File: src/rtl/hpt_pkg.sv
// Shared types, constants and the sRGB threshold table of the tone mapper.
`default_nettype none

package hpt_pkg;

   localparam int CHAN_COUNT  = 3;
   localparam int IN_W        = 20;
   localparam int KNEE_W      = 13;
   localparam int SCALE_W     = 16;
   localparam int BYTE_W      = 8;
   localparam int SRGB_LEVELS = 255;
   localparam int THRESH_W    = 33;
   localparam int QUEUE_DEPTH = 4;
   localparam int QPTR_W      = $clog2(QUEUE_DEPTH);
   localparam int QCNT_W      = $clog2(QUEUE_DEPTH + 1);
   localparam int BIG_W       = 384;

   localparam logic [THRESH_W-1:0] Y_ONE = {1'b1, {(THRESH_W - 1){1'b0}}};

   // Register byte offsets
   localparam logic [2:0] REG_KNEE  = 3'd0;
   localparam logic [2:0] REG_SCALE = 3'd4;

   typedef enum logic [1:0] {
      CH_ZERO,
      CH_PASS,
      CH_ROLL
   } chan_code_type;

   typedef struct packed {
      chan_code_type     code;
      logic [IN_W-1:0]   mag;
   } chan_item_type;

   typedef struct packed {
      chan_item_type [CHAN_COUNT-1:0] ch;
      logic [BYTE_W-1:0]              alpha;
   } front_item_type;

   typedef logic [THRESH_W-1:0] thresh_rom_type [SRGB_LEVELS];

   // Exact sRGB decision thresholds in Q.32, worked out at elaboration.
   function automatic thresh_rom_type build_thresholds();
      thresh_rom_type rom;
      logic [BIG_W-1:0] base;
      logic [BIG_W-1:0] numpow;
      logic [BIG_W-1:0] lhs;
      logic [BIG_W-1:0] rhs;
      logic [THRESH_W-1:0] lo;
      logic [THRESH_W-1:0] hi;
      logic [THRESH_W-1:0] mid;
      logic [63:0] lin;
      int k;
      int i;
      base = BIG_W'(1);
      for (i = 0; i < 12; i++) begin
         base = base * BIG_W'(53805);
      end
      for (k = 0; k < SRGB_LEVELS; k++) begin
         if (k <= 9) begin
            lin = (64'(2 * k + 1) * 64'd5 * 64'h1_0000_0000 + 64'd32945) / 64'd32946;
            rom[k] = lin[THRESH_W-1:0];
         end else begin
            numpow = BIG_W'(1);
            for (i = 0; i < 12; i++) begin
               numpow = numpow * BIG_W'(200 * k + 2905);
            end
            rhs = numpow << 160;
            lo = '0;
            hi = Y_ONE;
            while (lo < hi) begin
               mid = lo + ((hi - lo) >> 1);
               lhs = base;
               for (i = 0; i < 5; i++) begin
                  lhs = lhs * BIG_W'(mid);
               end
               if (lhs >= rhs) begin
                  hi = mid;
               end else begin
                  lo = mid + THRESH_W'(1);
               end
            end
            rom[k] = lo;
         end
      end
      return rom;
   endfunction

   localparam thresh_rom_type SRGB_THRESH = build_thresholds();

endpackage

`default_nettype wire

File: src/rtl/hpt_queue.sv
// Short queue between the classifying front end and the arithmetic back end.
`default_nettype none

module hpt_queue
   import hpt_pkg::*;
(
   input  wire logic     clock,
   input  wire logic     reset,
   input  wire logic     push,
   input  wire front_item_type push_item,
   output logic          full,
   input  wire logic     pop,
   output logic          not_empty,
   output front_item_type head_item
);

   front_item_type    mem_ff [QUEUE_DEPTH];
   logic [QPTR_W-1:0] wr_ptr_ff;
   logic [QPTR_W-1:0] rd_ptr_ff;
   logic [QCNT_W-1:0] count_ff;
   logic [QCNT_W-1:0] count_in;

   assign full      = (count_ff == QCNT_W'(QUEUE_DEPTH));
   assign not_empty = (count_ff != '0);
   assign head_item = mem_ff[rd_ptr_ff];

   always_comb begin
      count_in = count_ff;
      if (push && !pop) begin
         count_in = count_ff + QCNT_W'(1);
      end else if (pop && !push) begin
         count_in = count_ff - QCNT_W'(1);
      end
   end

   always_ff @(posedge clock) begin
      if (reset) begin
         wr_ptr_ff <= '0;
         rd_ptr_ff <= '0;
         count_ff  <= '0;
      end else begin
         if (push) begin
            wr_ptr_ff <= wr_ptr_ff + QPTR_W'(1);
         end
         if (pop) begin
            rd_ptr_ff <= rd_ptr_ff + QPTR_W'(1);
         end
         count_ff <= count_in;
      end
      if (push) begin
         mem_ff[wr_ptr_ff] <= push_item;
      end
   end

   a_count_bound : assert property (@(posedge clock) disable iff (reset)
      count_ff <= QCNT_W'(QUEUE_DEPTH))
      else $error("queue count beyond depth");

   a_no_pop_empty : assert property (@(posedge clock) disable iff (reset)
      pop |-> not_empty)
      else $error("pop from empty queue");

   a_no_push_full : assert property (@(posedge clock) disable iff (reset)
      push |-> !full)
      else $error("push into full queue");

endmodule

`default_nettype wire

File: config.mk
export PLATFORM = sky130hd
export DESIGN_NAME = hpt_queue
export DESIGN_NICKNAME = d
export VERILOG_FILES = /design/src/rtl/hpt_pkg.sv /design/src/rtl/hpt_queue.sv
export SDC_FILE = /design/constraint.sdc
export NUM_CORES = 1
export LEC_CHECK = 0
export BUFFER_PORTS_ARGS = -buffer_cell sky130_fd_sc_hd__buf_4
export CORE_ASPECT_RATIO = 1.75
export CORE_MARGIN = 2
export CORE_UTILIZATION = 53
export CTS_BUF_LIST = sky130_fd_sc_hd__clkbuf_8
export CTS_CLUSTER_SIZE = 8
export DETAILED_ROUTE_END_ITERATION = 8
export GPL_TIMING_DRIVEN = 0
export PLACE_DENSITY = 0.75
export SLEW_MARGIN = 20
export SYNTH_ARGS = -nofsm -noshare
export SYNTH_HDL_FRONTEND = slang
export SYNTH_SLANG_ARGS = --single-unit
File: constraint.sdc
create_clock -name clock -period 6.7 [get_ports clock]
set_input_delay 0.67 -clock clock [delete_from_list [all_inputs] [get_ports clock]]
set_output_delay 0.67 -clock clock [all_outputs]
set_load 0.03 [all_outputs]
==> results.sh <==
export IMPL_place_ws_ns=4.48
export IMPL_synth_compound_area_share_pct=0.0901
export IMPL_cts_resized=0
export IMPL_cts_htree_levels=2
export IMPL_use_met1_pct=20.6
export IMPL_rows=70
export IMPL_ys_warn_count=0
export IMPL_fin_crit_sh_pct=40.5
export IMPL_grtUsageMet3_pct=3.38
export IMPL_vdd_drop_max_mv=0.239
export IMPL_multi_input_area_sq_um=1910
export IMPL_die_area_sq_um=22200
export IMPL_synth_top_family_by_area="multiplexers"
export IMPL_cp_start_kind="register"
export IMPL_outcome="finished clean"
export IMPL_grt_pass1_wl_um=31100
export IMPL_maxSlewHeadroom_pct=55.9
export IMPL_die_x_um=113
export IMPL_hold_buffers=0
export IMPL_insertedDiodeCount=0
export IMPL_vias_per_cell=5.60
export IMPL_hold_path_class="input pin to register"
export IMPL_critPathRequiredTime_ns=6.03
export IMPL_numCtsBuffers=44
export IMPL_ys_types=20
export IMPL_drt_total_wl_um=20300
export IMPL_netlist_area_sq_um=11100
export IMPL_power_total_uw=4010
export IMPL_grt_max_degree=43
export IMPL_syn2layout_area_growth_pct=20.2
export IMPL_root_buffer="clkbuf_8"
export IMPL_cts_tree="yes"
export IMPL_path_max_fanout=10
export IMPL_finalHoldViolCount=0
export IMPL_fmax_ghz=0.369
export IMPL_clkLatencyLatePin_ns=0.53
export IMPL_reg2reg_slack_ns=4.84
export IMPL_arrival_ns=2.04
export IMPL_syn_inst=430
export IMPL_synth_xor_area_share_pct=0.394
export IMPL_postCtsSetupBuffers=0
export IMPL_place_gp_congestion=0.699
export IMPL_setup_tns_ns=0
export IMPL_path_cells="buf_2 > buf_2 > mux4_2 > buf_4"
export IMPL_vias=5014
export IMPL_first_iter_violations=392
export IMPL_synth_simple_gate_area_share_pct=0.676
export IMPL_drc=0
export IMPL_ys_seq_area_share_pct=81.6
export IMPL_fin_crit_ns=2.71
export IMPL_clk_pin_slew_ns=0.06
export IMPL_ios=154
export IMPL_overflow=0
export IMPL_p_leak_uw=0.00458
export IMPL_crit_top_cell="buf_2"
export IMPL_finalWorstSetupSlack_ns=3.99
export IMPL_setup_viol=0
export IMPL_busiest_layer="met2"
export IMPL_seq_area_sq_um=9070
export IMPL_syn_nets=514
export IMPL_worstMarginPinSlew_ns=0.661
export IMPL_syn_avg_cell_area_sq_um=25.8
export IMPL_portBuffers=152
export IMPL_initial_core_util_pct=53.5
export IMPL_cap_violations=0
export IMPL_synth_mux_area_share_pct=15.2
export IMPL_grt_pass1_vias=5726
export IMPL_power_density_nw_per_um2=300
export IMPL_rsz0062_at_grt="false"
export IMPL_cp_slowest_cell="mux4_2"
export IMPL_synthAdderAreaFrac_pct=0.743
export IMPL_endpoint_kind="output port"
export IMPL_clock_path_buffers=3
export IMPL_max_stage_delay_ns=0.38
export IMPL_ys_seq_elements=305
export IMPL_hpwl_um=13200
export IMPL_worstSetupPathType="register to output port"
export IMPL_fin_skew_ns=0.0124
export IMPL_antenna_found_initial=0
export IMPL_clkSinkCount=305
export IMPL_wire_per_inst_um=22.7
export IMPL_fillers=1336
export IMPL_track_usage_pct=18.6
export IMPL_drv_slew=0
export IMPL_firstDrtPassIters=4
export IMPL_drive_above_1_share_pct=45.9
export IMPL_drtAntennaViolNets=0
export IMPL_core_sq_um=20800
export IMPL_grt_util_met2_pct=34.8
export IMPL_nets=716
export IMPL_die_y_um=196
-- sequential cells by signal, summed over array words and instances, names as in the netlist, named ones only --
register and cells:
rd_ptr_ff 2, mem_ff 296, count_ff 3, wr_ptr_ff 2
-- metrics by stage --
step / hold WS (ns) / cells / cell area [sq um] / utilization [%]
floorplan: 0.461 / 430 / 11100 / -
global placement: 0.484 / 834 / 12600 / 60.5
detailed placement: 0.502 / 838 / 12700 / 61.1
CTS: 0.305 / 895 / 13400 / 64.3
global route: 0.314 / 895 / 13400 / 64.3
finish: 0.341 / 895 / 13400 / 64.3
-- layer usage --
metal  share of wire, %  up-vias
met5                  0        -
met3                5.2       44
met1                 34     2579
met2                 58      170
li1                   -     2221
met4                3.0        0
-- worst paths after layout --
| check | endpoint | start | cells past startpoint |
|---|---|---|---|
| worst min register to register | count_ff[2] | count_ff[2] | 2 |
| worst min-delay path | mem_ff[0][48] | push_item[48] | 1 |
| worst max-delay path | head_item[36] | register | 4 |
| worst max register to register | mem_ff[2][59] | wr_ptr_ff[0] | 4 |
-- cell usage in the layout, fill, tap and decap left out, drive strengths merged --
master and n:
a21oi 1, and2 4, buf 171, clkbuf 48
dfxtp 9, edfxtp 296, fa 1, ha 5
inv 15, mux2i 2, mux4 74, nand2 1
nor2 7, nor3b 1, o21ai 1, or3 2
xnor2 2, xor2 3
-- layout make-up --
type                    instances  share of cell area (%)
clock inverters                11                   0.309
flip-flops and latches        305                    67.9
well taps                     252                    2.36
plain buffers                  17                   0.965
multi-input cells             104                    14.3
repair buffers                156                    9.31
inverters                       4                   0.112
clock buffers                  46                    4.74
-- kinds of logic after synthesis --
kind of cell	count (synthesis)
buf+inv	21
simple gates	15
xor+xnor	5
fa+ha+maj	6
flops	305
mux	76
compound gates	2
-- cells in the mapped netlist --
library cell    n  area share (%)
a21oi_1         1           0.045
and2_1          4            0.23
buf_2           7            0.32
buf_4           1           0.068
buf_6           7            0.71
clkbuf_1        2           0.068
dfxtp_1         9             1.6
edfxtp_1      296              80
fa_1            1            0.18
ha_1            5            0.56
inv_1           4            0.14
mux2i_1         2            0.18
mux4_2         74              15
nand2_1         1           0.034
nor2_1          7            0.24
nor3b_1         1           0.068
o21ai_0         1           0.045
or3_1           2            0.11
xnor2_1         2            0.16
xor2_1          3            0.24
-- power by group --
group          switching, uW  leakage [uW]  total [uW]  internal [uW]
clock network            603      0.000389        1220            614
registers               23.6       0.00279        2220           2190
logic                    333       0.00140         580            247
total                    959       0.00458        4010           3050
-- critical path, delay by kind of cell, from the launching register on --
family | cells | cell delay [ns]
buffers and inverters | 3 | 0.82
flip-flops | 1 | 0.32
multiplexers | 1 | 0.38
(Power assumes the default switching activity.)
