--- config.mk ---
export PLATFORM = sky130hd
export DESIGN_NAME = hpt_front_flat
export DESIGN_NICKNAME = d
export VERILOG_FILES = /design/src/rtl/hpt_pkg.sv /design/src/rtl/hpt_pixel_if.sv /design/src/rtl/hpt_front.sv /design/src/flat_wrapper.sv
export SDC_FILE = /design/constraint.sdc
export NUM_CORES = 1
export LEC_CHECK = 0
export ABC_AREA = 1
export BUFFER_PORTS_ARGS = -buffer_cell sky130_fd_sc_hd__buf_2
export CELL_PAD_IN_SITES_DETAIL_PLACEMENT = 1
export CELL_PAD_IN_SITES_GLOBAL_PLACEMENT = 1
export CORE_MARGIN = 5
export CORE_UTILIZATION = 41
export DETAILED_ROUTE_END_ITERATION = 10
export PLACE_DENSITY_LB_ADDON = 0.1
export SLEW_MARGIN = 40
export SYNTH_ARGS = -nofsm -noshare
export SYNTH_HDL_FRONTEND = slang
export SYNTH_SLANG_ARGS = --single-unit
export TNS_END_PERCENT = 50
--- constraint.sdc ---
create_clock -name clock -period 4.2 [get_ports clock]
set_input_delay 0.21 -clock clock [delete_from_list [all_inputs] [get_ports clock]]
set_output_delay 0.21 -clock clock [all_outputs]
set_load 0.05 [all_outputs]
--- src/rtl/hpt_pkg.sv ---
// Shared types, constants and the sRGB threshold table of the tone mapper.
`default_nettype none

package hpt_pkg;

   localparam int CHAN_COUNT  = 3;
   localparam int IN_W        = 20;
   localparam int KNEE_W      = 13;
   localparam int SCALE_W     = 16;
   localparam int BYTE_W      = 8;
   localparam int SRGB_LEVELS = 255;
   localparam int THRESH_W    = 33;
   localparam int QUEUE_DEPTH = 4;
   localparam int QPTR_W      = $clog2(QUEUE_DEPTH);
   localparam int QCNT_W      = $clog2(QUEUE_DEPTH + 1);
   localparam int BIG_W       = 384;

   localparam logic [THRESH_W-1:0] Y_ONE = {1'b1, {(THRESH_W - 1){1'b0}}};

   // Register byte offsets
   localparam logic [2:0] REG_KNEE  = 3'd0;
   localparam logic [2:0] REG_SCALE = 3'd4;

   typedef enum logic [1:0] {
      CH_ZERO,
      CH_PASS,
      CH_ROLL
   } chan_code_type;

   typedef struct packed {
      chan_code_type     code;
      logic [IN_W-1:0]   mag;
   } chan_item_type;

   typedef struct packed {
      chan_item_type [CHAN_COUNT-1:0] ch;
      logic [BYTE_W-1:0]              alpha;
   } front_item_type;

   typedef logic [THRESH_W-1:0] thresh_rom_type [SRGB_LEVELS];

   // Exact sRGB decision thresholds in Q.32, worked out at elaboration.
   function automatic thresh_rom_type build_thresholds();
      thresh_rom_type rom;
      logic [BIG_W-1:0] base;
      logic [BIG_W-1:0] numpow;
      logic [BIG_W-1:0] lhs;
      logic [BIG_W-1:0] rhs;
      logic [THRESH_W-1:0] lo;
      logic [THRESH_W-1:0] hi;
      logic [THRESH_W-1:0] mid;
      logic [63:0] lin;
      int k;
      int i;
      base = BIG_W'(1);
      for (i = 0; i < 12; i++) begin
         base = base * BIG_W'(53805);
      end
      for (k = 0; k < SRGB_LEVELS; k++) begin
         if (k <= 9) begin
            lin = (64'(2 * k + 1) * 64'd5 * 64'h1_0000_0000 + 64'd32945) / 64'd32946;
            rom[k] = lin[THRESH_W-1:0];
         end else begin
            numpow = BIG_W'(1);
            for (i = 0; i < 12; i++) begin
               numpow = numpow * BIG_W'(200 * k + 2905);
            end
            rhs = numpow << 160;
            lo = '0;
            hi = Y_ONE;
            while (lo < hi) begin
               mid = lo + ((hi - lo) >> 1);
               lhs = base;
               for (i = 0; i < 5; i++) begin
                  lhs = lhs * BIG_W'(mid);
               end
               if (lhs >= rhs) begin
                  hi = mid;
               end else begin
                  lo = mid + THRESH_W'(1);
               end
            end
            rom[k] = lo;
         end
      end
      return rom;
   endfunction

   localparam thresh_rom_type SRGB_THRESH = build_thresholds();

endpackage

`default_nettype wire

--- src/rtl/hpt_pixel_if.sv ---
// Channel interfaces for the HDR input pixel and the 8-bit result pixel.
`default_nettype none

interface hpt_pixel_req_if;
   logic               valid;
   logic               ready;
   logic signed [19:0] red_in;
   logic signed [19:0] green_in;
   logic signed [19:0] blue_in;
   logic signed [19:0] alpha_in;

   modport source (output valid, red_in, green_in, blue_in, alpha_in, input ready);
   modport sink   (input valid, red_in, green_in, blue_in, alpha_in, output ready);
endinterface


`default_nettype wire

--- src/rtl/hpt_front.sv ---
// Front end: accept pixels, classify each colour channel, encode alpha.
`default_nettype none

module hpt_front
   import hpt_pkg::*;
#(
   parameter int FRAC_BITS = 12
) (
   input  wire logic              clock,
   input  wire logic              reset,
   hpt_pixel_req_if.sink          req_port,
   input  wire logic [KNEE_W-1:0] knee,
   input  wire logic              q_full,
   output front_item_type         push_item,
   output logic                   push
);

   localparam int AW = FRAC_BITS + 9;

   logic           vld_ff;
   logic           vld_in;
   front_item_type item_ff;
   front_item_type item_in;
   logic           take;

   function automatic chan_item_type classify(logic signed [IN_W-1:0] v,
                                              logic [KNEE_W-1:0] k);
      chan_item_type c;
      c.mag  = '0;
      c.code = CH_ZERO;
      if (v[IN_W-1] || (v == '0)) begin
         c.code = CH_ZERO;
      end else if (IN_W'(v) <= IN_W'(k)) begin
         c.code = CH_PASS;
         c.mag  = IN_W'(v);
      end else begin
         c.code = CH_ROLL;
         c.mag  = IN_W'(v) - IN_W'(k);
      end
      return c;
   endfunction

   function automatic logic [BYTE_W-1:0] encode_alpha(logic signed [IN_W-1:0] v);
      logic [AW-1:0]     p;
      logic [BYTE_W-1:0] b;
      p = AW'(v[FRAC_BITS-1:0]) * AW'(255) + (AW'(1) << (FRAC_BITS - 1));
      if (v[IN_W-1] || (v == '0)) begin
         b = '0;
      end else if (v[IN_W-2:0] >= ((IN_W - 1)'(1) << FRAC_BITS)) begin
         b = 8'hFF;
      end else begin
         b = p[FRAC_BITS+BYTE_W-1:FRAC_BITS];
      end
      return b;
   endfunction

   // Advance the front register whenever it is empty or its item moves on
   assign push           = vld_ff && !q_full;
   assign take           = !vld_ff || !q_full;
   assign req_port.ready = take;
   assign push_item      = item_ff;

   always_comb begin
      vld_in        = vld_ff;
      item_in       = item_ff;
      if (take) begin
         vld_in        = req_port.valid;
         item_in.ch[0] = classify(req_port.red_in, knee);
         item_in.ch[1] = classify(req_port.green_in, knee);
         item_in.ch[2] = classify(req_port.blue_in, knee);
         item_in.alpha = encode_alpha(req_port.alpha_in);
      end
   end

   always_ff @(posedge clock) begin
      if (reset) begin
         vld_ff <= 1'b0;
      end else begin
         vld_ff <= vld_in;
      end
      item_ff <= item_in;
   end

endmodule

`default_nettype wire

--- src/flat_wrapper.sv ---
// flat-port wrapper written by rule: the top's interface ports become plain ports
module hpt_front_flat import hpt_pkg::*;
#(
   parameter int FRAC_BITS = 12
)
  (clock, reset, knee, q_full, push_item, push, req_port_valid, req_port_red_in, req_port_green_in, req_port_blue_in, req_port_alpha_in, req_port_ready);
  hpt_pixel_req_if req_port_i ();
  input  wire logic clock;
  input  wire logic reset;
  input  wire logic [KNEE_W-1:0] knee;
  input  wire logic q_full;
  output front_item_type push_item;
  output logic push;
  input wire logic [$bits(req_port_i.valid)-1:0] req_port_valid;
  input wire logic [$bits(req_port_i.red_in)-1:0] req_port_red_in;
  input wire logic [$bits(req_port_i.green_in)-1:0] req_port_green_in;
  input wire logic [$bits(req_port_i.blue_in)-1:0] req_port_blue_in;
  input wire logic [$bits(req_port_i.alpha_in)-1:0] req_port_alpha_in;
  output wire logic [$bits(req_port_i.ready)-1:0] req_port_ready;
  assign req_port_i.valid = req_port_valid;
  assign req_port_i.red_in = req_port_red_in;
  assign req_port_i.green_in = req_port_green_in;
  assign req_port_i.blue_in = req_port_blue_in;
  assign req_port_i.alpha_in = req_port_alpha_in;
  assign req_port_ready = req_port_i.ready;
  hpt_front #(.FRAC_BITS(FRAC_BITS)) u_core (.clock(clock), .reset(reset), .req_port(req_port_i), .knee(knee), .q_full(q_full), .push_item(push_item), .push(push));
endmodule
==> results.tsv, run 1 <==
stage	metric	value	unit
status	status	completed	
placement	routabilityCongestion	0.915	
timing	worst_pin_slew	0.605	ns
clock_tree	numCtsBuffers	9	
power_and_ir_drop	p_sw	2.26	mW
clock_tree	clk_path_buf_depth	2	
floorplan	die_w	160	um
setup_path	required	4.30	ns
final_layout	seqCellArea	0.00224	mm^2
synth	synth_area	0.00923	mm^2
floorplan	initial_core_util	41.2	%
hold_path	worstHoldPathCells	3	
detailed_routing	routed_wl	29700	um
floorplan	coreArea	0.0224	mm^2
floorplan	io_pins	173	
detailed_routing	drt_iter0_markers	417	
setup_path	r2r_cells	1	
power_and_ir_drop	p_total	4.55	mW
synth	synth_top_area_share	24.1	%
clock_tree	clk_pin_slew_worst_paths	0.06	ns
setup_path	critPathLaunchType	input port	
job	cap_violations	0	
setup_path	reg2reg_slack	2.95	ns
synth	synth_edf_count	74	
clock_tree	cts_tree	yes	
detailed_routing	drc_errors	0	
placement	dp.cells	1735	
clock_tree	clock_sinks	75	
global_routing	overflow	0	
final_layout	nets	1703	
power_and_ir_drop	p_per_area	427	mW/mm^2
synth	synth_common_cells	nand2_1, inv_1, nor2_1	
timing	fin_tns_setup	0	ns
placement	place_area	0.0103	mm^2
synth	synth_area_leaders	edfxtp_1, nand2_1, ha_1	
power_and_ir_drop	pwr-share-comb	61.8	%
final_layout	final_area	0.0107	mm^2
detailed_routing	postRouteAntennaNets	0	
detailed_routing	vias_per_cell	5.09	
floorplan	dieArea	0.0256	mm^2
global_routing	antenna_found_initial	0	
power_and_ir_drop	p_clk_share	17.5	%
timing	slew_violations	0	
clock_tree	clockRootBuffer	clkbuf_16	
synth	synth_cell_types	32	
setup_path	path_class	in2reg	
timing	min_period	3.86	ns
detailed_routing	wl_per_cell	17.0	um
synth	synth_nets	1536	
global_routing	grt_pass1_wl	48200	um
clock_tree	cts_setup_buffers	0	
synth	async_reset_ff_share	0	%
global_routing	grt.total_usage	23.4	%
synth	synth-seq-cells	75	
final_layout	drive_gt1_share	16.2	%
timing	maxSlewHeadroom	59.7	%
setup_path	arrival	3.96	ns
final_layout	stdcell_count	1752	
hold_path	holdCritStartpoint	req_port_valid	
global_routing	grt_pass1_vias	9273	
setup_path	reg2reg_to	u_core.push_item[24]$_SDFFCE_PP0P_	
synth	ys.flop_type	edfxtp_1	
synth	synth_cells	1295	
synth	yosysMostFrequentCell	nand2_1	
floorplan	die_y	160	um
synth	seq_area_frac_synth	24.3	%
final_layout	antennaDiodeCount	0	
timing	final-setup-viol-count	0	
timing	fin_worst_skew	0.00681	ns
final_layout	utilization	47.5	%
clock_tree	clk_latency	0.35	ns
detailed_routing	num_vias	8924	
power_and_ir_drop	p_seq_share	20.7	%
final_layout	fillers	2974	
placement	hpwl	25200	um
setup_path	endpoint_kind	register	
power_and_ir_drop	ir_worst_vdd	193	uV
hold_path	holdCritPathClass	in2reg	
floorplan	rows	55	
global_routing	grt_max_degree	77	
power_and_ir_drop	p_leak	5.91	nW
timing	timing.fmax	0.259	GHz
clock_tree	cts_max_level	3	
power_and_ir_drop	switching_share	49.6	%
timing	hold_viol	0	
synth	syn_avg_cell_area	7.13	um^2
final_layout	multi_input_area	0.00595	mm^2
detailed_routing	first_pass_iters	5	
timing	post-route-period-util	92.0	%
setup_path	r2r_start	u_core.vld_ff$_SDFFE_PP0P_	
final_layout	area_delta_synth_final	15.3	%
setup_path	cp_max_fo	5	
synth	yosys.area.top_type	edfxtp_1	
power_and_ir_drop	p_int	2.29	mW
hold_path	worstHoldEndpoint	u_core.vld_ff$_SDFFE_PP0P_	
synth	yosysWarnings	0	
timing	rsz0062_at_grt	false	
placement	portBuffers	172	
-- final cells by class --
class	count	area share, %
clock buffers	10	2.15
flip-flops and latches	75	21.1
repair buffers	174	8.25
multi-input cells	954	55.9
well taps	285	3.35
inverters	248	8.74
clock inverters	6	0.611
-- power by group through the flow --
stage          registers (mW)  logic (mW)  clock network, mW
5_1_grt                 0.950        3.22              0.859
3_3_place_gp            0.956        2.72                  0
3_5_place_dp            0.959        2.82                  0
4_1_cts                 0.944        2.84              0.821
6_report                0.942        2.81              0.796
2_1_floorplan            1.26        1.76                  0
-- how the worst max path moves through the flow --
stage,start,to,slack [ns],cells after the start
final,req_port_alpha_in[11],u_core.push_item[4]$_SDFFCE_PP0P_,0.34,18
after global routing,req_port_alpha_in[11],u_core.push_item[6]$_SDFFCE_PP0P_,0.11,18
after CTS,req_port_alpha_in[11],u_core.push_item[6]$_SDFFCE_PP0P_,0.34,18
after detailed placement,req_port_alpha_in[11],u_core.push_item[6]$_SDFFCE_PP0P_,-0.02,18
after global placement,req_port_alpha_in[11],u_core.push_item[4]$_SDFFCE_PP0P_,0.18,18
after floorplan,req_port_alpha_in[11],u_core.push_item[4]$_SDFFCE_PP0P_,0.48,17
-- state kept, by name, summed over array words and instances (netlist names) --
name,cells
u_core.push_item,74
u_core.vld_ff,1
-- critical path, cell delays in order --
cell and delay, ns:
buf_2 0.14, inv_1 0.18, fa_1 0.53, fa_1 0.54, inv_1 0.06, fa_1 0.54
inv_1 0.05, fa_1 0.47, inv_1 0.05, ha_1 0.31, nand2_1 0.14, inv_1 0.06
a21oi_1 0.23, nor2_1 0.09, nor2_1 0.14, a21oi_1 0.09, nor2_1 0.10, nor2_1 0.04
-- per-layer routing --
layer	vias to the layer above	track usage, %	share of wire [%]
li1	4453	-	-
met5	-	0	0
met3	24	2.61	3.4
met1	4271	32.2	47
met4	0	4.97	1.5
met2	176	40.0	48
-- per-stage QoR --
stage	worst slack [ns]	hold slack [ns]
after floorplan	0.482	0.279
after global placement	0.178	0.366
after detailed placement	-0.0247	0.372
after CTS	0.336	0.000313
after global routing	0.107	0.0902
final	0.336	0.102
-- cell usage in the layout, fill, tap and decap left out, types with 3 or more instances in the layout --
cell type / count
nand2_1: 357
inv_1: 236
buf_2: 172
nor2_1: 136
nand3_1: 103
ha_1: 92
edfxtp_1: 74
a21oi_1: 54
fa_1: 52
nand4_1: 47
xor2_1: 21
nand2_2: 18
nand3b_1: 15
o21ai_0: 13
inv_2: 12
nor2_2: 10
nor3_1: 9
clkbuf_16: 9
xnor2_1: 7
nand2_4: 4
and2_1: 4
nor4_1: 3
-- cells by family (layout without fill, tap and decap cells) --
family,count (synthesis),after routing,share of synthesized area [%]
AOI/OAI and AO/OA,70,70,3.85
xor gates and xnor gates,28,28,2.66
adders and majority gates,144,144,23.7
buffers and inverters,266,438,11.5
DFF,75,75,24.3
and+or+nand+nor,712,712,34.0
-- what timing repair did --
item                                   4_1_cts  5_1_grt
endpoints found under the hold margin        0        1
gates resized for setup                      0        0
hold buffers                                 0        1
(Power assumes the default switching activity.)
==> inputs of run 2 (changes only) <==
--- a/config.mk
+++ b/config.mk
@@ -9,7 +9,7 @@
 export BUFFER_PORTS_ARGS = -buffer_cell sky130_fd_sc_hd__buf_2
 export CELL_PAD_IN_SITES_DETAIL_PLACEMENT = 1
 export CELL_PAD_IN_SITES_GLOBAL_PLACEMENT = 1
-export CORE_MARGIN = 5
+export CORE_MARGIN = 2
 export CORE_UTILIZATION = 41
 export DETAILED_ROUTE_END_ITERATION = 10
 export PLACE_DENSITY_LB_ADDON = 0.1
==> results.tsv, run 2 (same netlist as run 1, synthesis figures left out) <==
stage	metric	value	unit
final_layout	layout_common_cells	nand2_1, inv_1, buf_2	
timing	slew_violations	0	
final_layout	largest_reg_flops	74	
timing	timing.fmax	0.257	GHz
setup_path	required	4.30	ns
setup_path	startpoint	req_port_alpha_in[9]	
clock_tree	clk_pin_slew_worst_paths	0.06	ns
placement	routabilityCongestion	0.881	
global_routing	antenna_found_initial	0	
power_and_ir_drop	p_per_area	434	mW/mm^2
timing	hold_viol	0	
clock_tree	cts_setup_buffers	0	
detailed_routing	drt_iter0_markers	413	
final_layout	nets	1702	
floorplan	io_pins	173	
global_routing	overflow	0	
power_and_ir_drop	p_leak	5.91	nW
detailed_routing	postRouteAntennaNets	0	
final_layout	utilization	48.4	%
hold_path	holdCritStartpoint	reset	
final_layout	area_delta_synth_final	15.1	%
clock_tree	cts_resized	0	
clock_tree	numCtsBuffers	9	
final_layout	final_common_cell	nand2_1	
global_routing	grt_pass1_vias	9318	
setup_path	cp_max_fo	5	
detailed_routing	vias_per_cell	5.08	
job	cap_violations	0	
detailed_routing	wl_per_cell	17.0	um
clock_tree	clockRootBuffer	clkbuf_16	
clock_tree	clock_sinks	75	
floorplan	die_w	154	um
setup_path	path_class	in2reg	
power_and_ir_drop	ir_worst_vdd	233	uV
floorplan	coreArea	0.0220	mm^2
setup_path	r2r_cells	2	
clock_tree	clk_path_buf_depth	2	
detailed_routing	first_pass_iters	5	
setup_path	endpoint_kind	register	
setup_path	arrival	3.99	ns
placement	hpwl	25100	um
final_layout	antennaDiodeCount	0	
timing	fin_worst_skew	0.00647	ns
detailed_routing	routed_wl	29700	um
final_layout	drive_gt1_share	16.2	%
detailed_routing	drc_errors	0	
global_routing	grt_max_degree	54	
global_routing	grt_pass1_wl	47900	um
floorplan	rows	54	
hold_path	worstHoldPathCells	2	
hold_path	holdCritPathClass	in2reg	
global_routing	grt.total_usage	25.6	%
placement	portBuffers	172	
floorplan	die_y	154	um
clock_tree	cts_max_level	3	
setup_path	critPathLaunchType	input port	
status	status	completed	
timing	rsz0062_at_grt	false	
timing	maxSlewHeadroom	50.4	%
final_layout	stdcell_count	1746	
timing	min_period	3.89	ns
clock_tree	cts_tree	yes	
timing	final-setup-viol-count	0	
clock_tree	clk_latency	0.35	ns
timing	worst_pin_slew	0.745	ns
detailed_routing	num_vias	8870	
clock_tree	postCtsHoldBufs	0	
placement	dp.cells	1730	
setup_path	r2r_start	u_core.vld_ff$_SDFFE_PP0P_	
timing	post-route-period-util	92.7	%
floorplan	initial_core_util	42.1	%
floorplan	dieArea	0.0237	mm^2
-- run 2: changes by cell type in the layout (fill, tap and decap cells not counted) --
cell,previous run,this run
nand2_8,1,0
nand2_4,4,5
dlygate4sd3_1,1,0
-- run 2: path summary, 6_finish.rpt --
check,end,slack [ns]
min reg2reg,u_core.push_item[73]$_SDFFCE_PP0P_,1.09
max reg2reg,u_core.push_item[4]$_SDFFCE_PP0P_,2.58
min,u_core.vld_ff$_SDFFE_PP0P_,0.01
max,u_core.push_item[4]$_SDFFCE_PP0P_,0.31
-- run 2: worst max-delay path, cell delays in order --
cell and delay, ns:
buf_2 0.16, inv_1 0.12, fa_1 0.57, fa_1 0.52
inv_1 0.05, fa_1 0.53, inv_1 0.05, fa_1 0.47
inv_1 0.04, ha_1 0.30, nand2_1 0.14, inv_1 0.06
a21oi_1 0.27, nor2_1 0.10, nor2_1 0.15, a21oi_1 0.09
nor2_1 0.10, nor2_1 0.04
-- run 2: final cells by class --
cell class | instances | area [um^2]
Inverter | 248 | 931
Clock inverter | 6 | 65.1
Timing Repair Buffer | 173 | 868
Tap cell | 280 | 350
Fill cell | 2930 | 11300
Multi-Input combinational cell | 954 | 5940
Sequential cell | 75 | 2240
Clock buffer | 10 | 229
-- run 2: metal layers --
metal / share of wire (%) / vias to the layer above / wire [um] / global-route usage (%)
li1: - / 4452 / - / -
met4: 1.2 / 0 / 342 / 5.12
met3: 3.3 / 18 / 976 / 2.31
met2: 48 / 166 / 14400 / 45.5
met1: 47 / 4234 / 14000 / 34.1
met5: 0 / - / 0 / 0
-- run 2: metrics by stage --
step | setup WS [ns] | TNS (ns) | total power, mW | instance area (um^2) | hold WS, ns
final | 0.307 | 0 | 4.61 | 10600 | 0.0142
after global placement | 0.159 | 0 | 3.68 | 10300 | 0.365
after global routing | 0.0786 | 0 | 5.06 | 10600 | 0.0208
after detailed placement | -0.0390 | -0.0658 | 3.80 | 10300 | 0.376
after CTS | 0.313 | 0 | 4.62 | 10600 | 0.00663
after floorplan | 0.482 | 0 | 3.02 | 9230 | 0.279
-- run 2: power by group --
part | internal [mW] | leakage [nW] | total (mW) | switching, mW
logic | 0.911 | 4.94 | 2.86 | 1.95
registers | 0.921 | 0.827 | 0.943 | 0.0215
clock network | 0.462 | 0.143 | 0.810 | 0.348
total | 2.29 | 5.91 | 4.61 | 2.32
